[config.mk]
export PLATFORM = sky130hd
export DESIGN_NAME = rsr_window
export DESIGN_NICKNAME = d
export VERILOG_FILES = /design/src/hw/rtl/rsr_pkg.sv /design/src/hw/rtl/rsr_window.sv
export SDC_FILE = /design/constraint.sdc
export NUM_CORES = 1
export LEC_CHECK = 0
export BUFFER_PORTS_ARGS = -buffer_cell sky130_fd_sc_hd__buf_2
export CORE_MARGIN = 3
export CORE_UTILIZATION = 47
export DETAILED_ROUTE_END_ITERATION = 16
export GPL_ROUTABILITY_DRIVEN = 0
export HOLD_SLACK_MARGIN = 0.12
export PLACE_DENSITY = 0.67
export SLEW_MARGIN = 10
export SYNTH_ARGS = -nofsm -noshare
export SYNTH_HDL_FRONTEND = slang
export SYNTH_SLANG_ARGS = --single-unit
[constraint.sdc]
create_clock -name clock -period 6.21 [get_ports clock]
set_clock_uncertainty 0.05 [all_clocks]
set_input_delay 0.9315 -clock clock [delete_from_list [all_inputs] [get_ports clock]]
set_output_delay 0.9315 -clock clock [all_outputs]
set_load 0.005 [all_outputs]
[src/hw/rtl/rsr_pkg.sv]
`timescale 1ns / 1ps
`default_nettype none

package rsr_pkg;

   // Ring geometry
   localparam int RING_DEPTH = 4096;
   localparam int SLOT_W     = $clog2(RING_DEPTH);
   localparam int COUNT_W    = $clog2(RING_DEPTH + 1);
   localparam int SUM_W      = COUNT_W + 1;

   // Register and field widths
   localparam int CAP_W      = 13;
   localparam int EPOCH_W    = 32;
   localparam int INDEX_W    = 64;
   localparam int IQ_W       = 16;
   localparam int WORD_W     = 2 * IQ_W;
   localparam int CSR_W      = 64;
   localparam int CSR_IDX_W  = 2;
   localparam int CMP_W      = (CAP_W > COUNT_W) ? CAP_W : COUNT_W;

   localparam logic [CAP_W-1:0]   CAP_RESET   = CAP_W'(4096);
   localparam logic [EPOCH_W-1:0] EPOCH_RESET = EPOCH_W'(1);
   localparam logic [INDEX_W-1:0] START_RESET = '0;

   typedef enum logic [CSR_IDX_W-1:0] {
      CSR_CAPACITY = 2'd0,
      CSR_EPOCH    = 2'd1,
      CSR_START    = 2'd2
   } csr_index_type;

   typedef enum logic {
      ACT_APPEND = 1'b0,
      ACT_READ   = 1'b1
   } action_type;

   typedef enum logic [2:0] {
      ST_OK          = 3'd0,
      ST_STALE       = 3'd1,
      ST_LOSS        = 3'd2,
      ST_OVERWRITTEN = 3'd3,
      ST_NOT_READY   = 3'd4
   } status_type;

   typedef enum logic [2:0] {
      S_IDLE,
      S_CHECK,
      S_ACCESS,
      S_FETCH,
      S_EMIT
   } fsm_type;

   typedef struct packed {
      action_type               action;
      logic [EPOCH_W-1:0]       epoch_tag;
      logic [INDEX_W-1:0]       sample_index;
      logic signed [IQ_W-1:0]   i_value;
      logic signed [IQ_W-1:0]   q_value;
   } req_type;

   typedef struct packed {
      status_type               status;
      logic signed [IQ_W-1:0]   i_sample;
      logic signed [IQ_W-1:0]   q_sample;
   } rsp_type;

   // Outcome of the check stage, consumed by the access stage
   typedef struct packed {
      status_type               status;
      logic                     do_append;
      logic                     do_read;
      logic                     go_loss;
      logic [SLOT_W-1:0]        base;
      logic [COUNT_W-1:0]       span;
   } chk_type;

   // What the window hands back to the sequencer
   typedef struct packed {
      status_type               status;
      logic                     fetch;
   } verdict_type;

   typedef struct packed {
      logic                     we;
      logic                     re;
      logic [SLOT_W-1:0]        addr;
      logic [WORD_W-1:0]        wdata;
   } mem_cmd_type;

endpackage

`default_nettype wire

[src/hw/rtl/rsr_window.sv]
`timescale 1ns / 1ps
`default_nettype none

module rsr_window import rsr_pkg::*; (
   input  wire logic                  clock,
   input  wire logic                  reset,
   input  wire logic                  csr_we,
   input  wire logic [CSR_IDX_W-1:0]  csr_index,
   input  wire logic [CSR_W-1:0]      csr_wdata,
   input  wire req_type               req,
   input  wire logic                  check_en,
   input  wire logic                  access_en,
   output verdict_type                verdict,
   output mem_cmd_type                mem_cmd
);

   // config registers
   logic [CAP_W-1:0]   cap_ff,   cap_in;
   logic [EPOCH_W-1:0] epoch_ff, epoch_in;
   logic [INDEX_W-1:0] start_ff, start_in;
   logic               reinit;

   // window state
   logic [SLOT_W-1:0]  oldest_ff, oldest_in;
   logic [COUNT_W-1:0] held_ff,   held_in;
   logic [INDEX_W-1:0] next_ff,   next_in;
   logic               source_ok_ff, source_ok_in;

   chk_type            chk_ff, chk_in;

   logic [COUNT_W-1:0] cap;
   logic [CMP_W-1:0]   cap_ext;
   logic [INDEX_W-1:0] first;
   logic               below, beyond, gap, full;
   logic [COUNT_W-1:0] oldest_inc;
   logic [SLOT_W-1:0]  oldest_wrap;
   logic [SUM_W-1:0]   pos_sum, pos;

   // effective capacity: zero acts as one, clamp to depth
   always_comb begin
      cap_ext = CMP_W'(cap_ff);
      if (cap_ff == '0) begin
         cap = COUNT_W'(1);
      end else if (cap_ext > CMP_W'(RING_DEPTH)) begin
         cap = COUNT_W'(RING_DEPTH);
      end else begin
         cap = COUNT_W'(cap_ext);
      end
   end

   always_comb begin
      cap_in   = cap_ff;
      epoch_in = epoch_ff;
      start_in = start_ff;
      reinit   = 1'b0;
      if (csr_we) begin
         case (csr_index)
            CSR_CAPACITY: begin
               cap_in = csr_wdata[CAP_W-1:0];
               reinit = 1'b1;
            end
            CSR_EPOCH: begin
               epoch_in = csr_wdata[EPOCH_W-1:0];
               reinit   = 1'b1;
            end
            CSR_START: begin
               start_in = csr_wdata[INDEX_W-1:0];
               reinit   = 1'b1;
            end
            default: begin
               reinit = 1'b0;
            end
         endcase
      end
   end

   // check stage
   always_comb begin
      first       = next_ff - INDEX_W'(held_ff);
      below       = req.sample_index < first;
      beyond      = req.sample_index >= next_ff;
      gap         = (req.sample_index != next_ff) || (&next_ff);
      full        = held_ff >= cap;
      oldest_inc  = COUNT_W'(oldest_ff) + COUNT_W'(1);
      oldest_wrap = (oldest_inc == cap) ? '0 : oldest_inc[SLOT_W-1:0];

      chk_in           = chk_ff;
      chk_in.do_append = 1'b0;
      chk_in.do_read   = 1'b0;
      chk_in.go_loss   = 1'b0;
      chk_in.status    = ST_OK;
      if (req.epoch_tag != epoch_ff) begin
         chk_in.status = ST_STALE;
      end else if (!source_ok_ff) begin
         chk_in.status = ST_LOSS;
      end else if (req.action == ACT_APPEND) begin
         if (gap) begin
            chk_in.status  = ST_LOSS;
            chk_in.go_loss = 1'b1;
         end else begin
            chk_in.do_append = 1'b1;
            chk_in.base      = full ? oldest_wrap : oldest_ff;
            chk_in.span      = full ? (cap - COUNT_W'(1)) : held_ff;
         end
      end else begin
         if (below) begin
            chk_in.status = ST_OVERWRITTEN;
         end else if (beyond) begin
            chk_in.status = ST_NOT_READY;
         end else begin
            chk_in.do_read = 1'b1;
            chk_in.base    = oldest_ff;
            chk_in.span    = req.sample_index[COUNT_W-1:0] - first[COUNT_W-1:0];
         end
      end
   end

   // access stage: slot = (base + span) mod cap, sum stays below 2*cap
   always_comb begin
      pos_sum = SUM_W'(chk_ff.base) + SUM_W'(chk_ff.span);
      pos     = (pos_sum >= SUM_W'(cap)) ? (pos_sum - SUM_W'(cap)) : pos_sum;

      mem_cmd.we    = access_en && chk_ff.do_append;
      mem_cmd.re    = access_en && chk_ff.do_read;
      mem_cmd.addr  = pos[SLOT_W-1:0];
      mem_cmd.wdata = {req.q_value, req.i_value};

      verdict.status = chk_ff.status;
      verdict.fetch  = chk_ff.do_read;
   end

   always_comb begin
      oldest_in    = oldest_ff;
      held_in      = held_ff;
      next_in      = next_ff;
      source_ok_in = source_ok_ff;
      if (reinit) begin
         oldest_in    = '0;
         held_in      = '0;
         next_in      = start_in;
         source_ok_in = (epoch_in != '0);
      end else if (access_en && chk_ff.go_loss) begin
         held_in      = '0;
         source_ok_in = 1'b0;
      end else if (access_en && chk_ff.do_append) begin
         oldest_in = chk_ff.base;
         held_in   = chk_ff.span + COUNT_W'(1);
         next_in   = next_ff + INDEX_W'(1);
      end
   end

   always_ff @(posedge clock) begin
      if (reset) begin
         cap_ff       <= CAP_RESET;
         epoch_ff     <= EPOCH_RESET;
         start_ff     <= START_RESET;
         oldest_ff    <= '0;
         held_ff      <= '0;
         next_ff      <= START_RESET;
         source_ok_ff <= 1'b1;
         chk_ff       <= '0;
      end else begin
         cap_ff       <= cap_in;
         epoch_ff     <= epoch_in;
         start_ff     <= start_in;
         oldest_ff    <= oldest_in;
         held_ff      <= held_in;
         next_ff      <= next_in;
         source_ok_ff <= source_ok_in;
         if (check_en) begin
            chk_ff <= chk_in;
         end
      end
   end

   // ring never holds more than its capacity
   a_held_bound: assert property (@(posedge clock) disable iff (reset)
      held_ff <= cap)
      else $error("held count above capacity");

   // oldest slot stays inside the ring
   a_oldest_bound: assert property (@(posedge clock) disable iff (reset)
      COUNT_W'(oldest_ff) < cap)
      else $error("oldest slot outside ring");

endmodule

`default_nettype wire

==> results by group <==
Place
  – Inst Count DP: 2,851
  – Cell Area, Placed: ~19,000 um^2
  – Port bufs: 185
  – HPWL after DPL: 46,000 um

Power
  – Gate power share: 0.228
  – Leakage power figure: ~7.9 nW
  – Clock power share: 0.403
  – Part of the power in registers: 0.369
  – PwrDens: about 220 nW/um^2
  – Internal Power: 2.96 mW
  – Psw: 1.34 mW
  – Pwr Total: between 4 and 5 mW
  – Switching Fraction: 0.313
  – Peak VDD IR: 0.220 mV

Setup path
  – Critical path destination: mem_cmd[35]
  – Crit end category: output pin
  – R2R cell count: 24
  – Startpoint types: flop
  – CP Data Arrival Time: 4950 ps
  – Reg2reg start: next_ff[0]
  – Worst reg-to-reg setup slack: 310 ps
  – Required @ worst endpoint: 5230 ps
  – RR Endpoint: chk_ff[8]
  – Worst-path maximum fanout: 7
  – CP startpoint: cap_ext[9]
  – Crit path kind: reg2out

CTS
  – Clock Latency Late Sink: 560 ps
  – Clock Tree Root: clkbuf_16
  – H-tree depth: 1
  – Clk slew on worst S/H paths: ~60 ps
  – CTS tree: built
  – TritonCTS Buffers: 28
  – Longest Clk Path Bufs: 3
  – CTS sink count: 230

Logic synthesis
  – Share of the synthesized area in the top cell type: 0.259
  – Seq/Total Area, Yosys: 0.259
  – Yosys top cell by area: dfxtp_1
  – Synth warnings: 0
  – Cell variety after synth: 75
  – Register bit total from synthesis: 230
  – Ys async rst share: 0
  – Ranking of synthesized cells by area: dfxtp_1 26%, ha_1 13%, xnor2_1 8.3%
  – Synthesized net count: 2,663
  – Avg Cell Area, Syn: 7.80 um^2
  – Syn Std Cell Area: 17,800 um^2
  – Post-synth EDFFs: 0
  – Top_reg_cell synth: dfxtp_1
  – Top cells by count, synth: 300 x nand2_1, 230 x dfxtp_1, 213 x nor2_1
  – Gate Count Post-Synth: 2,276
  – Most common cell in the netlist: nand2_1

Job
  – Max Cap Viol: 0

Global routing
  – Initial antenna violation count: 3
  – M1 GR Usage: 0.367
  – Vias in the first global route: 16,600
  – Met2 usage: 0.460
  – Largest net degree at the start of global routing: between 70 and 80
  – M3 GR Usage: 0.0406
  – Most Used Layer, Global Route: met2
  – First-pass GRT wire length: 90,900 um
  – Total grt overflow: 0
  – Overall Global Routing Usage: 0.280

Floorplan
  – Num ports: 250
  – Core area: 37,000 um^2
  – Initial Utilization: 0.480
  – Row count: 70
  – Die ar.: roughly 40,000 um^2
  – Die width: 200 um
  – Die H: between 200 and 250 um

Routing
  – Via count: about 17,000
  – Iteration-0 DRC Markers: ~1,400
  – Pre-Repair DR Iteration Count: 5
  – Wire length per cell: 20.4 um
  – Avg Vias per Cell: 5.90
  – Drt drc: 0
  – Routed WL: 59,200 um
  – Antenna Nets Post-Route: 0

STA
  – Setup-failing EPs final: 0
  – Final Critical Period: 5930 ps
  – Slew of the pin with the lowest slew margin: about 900 ps
  – F_max: 169 MHz
  – Setup TNS: 0 ps
  – Slew Limit Fails: 0
  – Period utilisation layout: 0.955
  – Final hold violation count: 0
  – Slew HR: 0.379

Finish
  – Layout cell share with drive strength beyond 1: 0.135
  – Fin area: between 15,000 and 20,000 um^2
  – Synth-to-Final Area Change: 12.2%
  – Final nets: 2,767
  – Non-Filler Instances: just under 3,000
  – Filler instances: 3,618

Outcome
  – Outcome: finished clean

Worst hold path
  – Class of the worst hold path: reg2reg
[power groups by stage]
| stage | clock (mW) | sequential (mW) | combinational, mW |
|---|---|---|---|
| 2_1_floorplan | 0 | 1.59 | 0.679 |
| 3_3_place_gp | 0 | 1.61 | 0.933 |
| 3_5_place_dp | 0 | 1.61 | 0.958 |
| 4_1_cts | 1.76 | 1.58 | 0.967 |
| 5_1_grt | 1.81 | 1.59 | 1.08 |
| 6_report | 1.73 | 1.58 | 0.982 |
[cell usage in the layout, fill, tap and decap left out, types with 29 or more instances in the layout]
master	n
a211oi_1	71
a21o_1	33
a21oi_1	170
buf_2	184
clkbuf_16	29
dfxtp_1	230
ha_1	182
inv_1	109
mux2i_1	61
nand2_1	300
nand3_1	57
nand4_1	57
nor2_1	211
nor3_1	62
nor4_1	59
o21ai_0	57
xnor2_1	169
xor2_1	47
[per-stage QoR]
step	utilization	hold WS [ps]	setup WS (ps)
6_report	0.539	410	277
3_5_place_dp	0.510	396	80.2
2_1_floorplan	-	382	577
3_3_place_gp	0.510	392	245
5_1_grt	0.539	427	-95.3
4_1_cts	0.537	409	22.7
[how the worst min path moves through the flow]
stage                       from           end  slack [ps]  cells past startpoint
floorplan             verdict[1]    verdict[1]         380                      2
global placement    start_ff[44]  start_ff[44]         390                      2
detailed placement    verdict[1]    verdict[1]         400                      2
CTS                   verdict[1]    verdict[1]         410                      2
global route        start_ff[42]  start_ff[42]         430                      2
finish              start_ff[46]  start_ff[46]         410                      2
[kinds of logic (layout without fill, tap and decap cells)]
group | Yosys count | in the layout | synth area share
compound gates | 433 | 433 | 0.154
simple gates | 877 | 877 | 0.237
other cells | 0 | 2 | 0
fa+ha+maj | 187 | 187 | 0.133
flops | 230 | 230 | 0.259
buf+inv | 251 | 376 | 0.0613
xor+xnor | 218 | 218 | 0.109
mux | 80 | 80 | 0.0464
[cell type report]
class	instances	area (um^2)	area share
Antenna cell	2	5.00	0.000251
Tap cell	504	631	0.0317
Timing Repair Buffer	213	1140	0.0574
Clock inverter	15	191	0.00961
Clock buffer	36	792	0.0398
Multi-Input combinational cell	1795	12100	0.609
Sequential cell	230	4600	0.231
Inverter	112	420	0.0211
[state kept, by name, summed over array words and instances, names as in the netlist]
| register | cells |
|---|---|
| cap_ext | 13 |
| chk_ff | 27 |
| epoch_ff | 32 |
| held_ff | 13 |
| next_ff | 64 |
| oldest_ff | 12 |
| source_ok_ff | 1 |
| start_ff | 64 |
| verdict | 4 |
[routing by layer]
layer	wire length, um	vias up
li1	-	8225
met1	24800	7982
met2	27100	781
met3	4700	147
met4	2620	2
met5	13	-
[worst max-delay path, stage by stage (launching register included)]
cell and delay (ps):
dfxtp_1 430, nor4_1 450, a31oi_1 260, nor2_2 330, ha_1 220, inv_1 50
fa_1 400, a21o_1 170, a21oi_1 290, o21a_1 150, nor3_1 60, or3_1 380
a31oi_2 230, o21ai_2 120, a21oi_2 180, clkbuf_4 210, mux2_2 330, buf_2 120
[timing repair]
item	4_1_cts	5_1_grt
hold buffers	0	0
buffers inserted	0	2
gates resized for setup	0	19
endpoints found under the setup margin	0	37
Note: power is estimated with default switching activity, not from simulation.
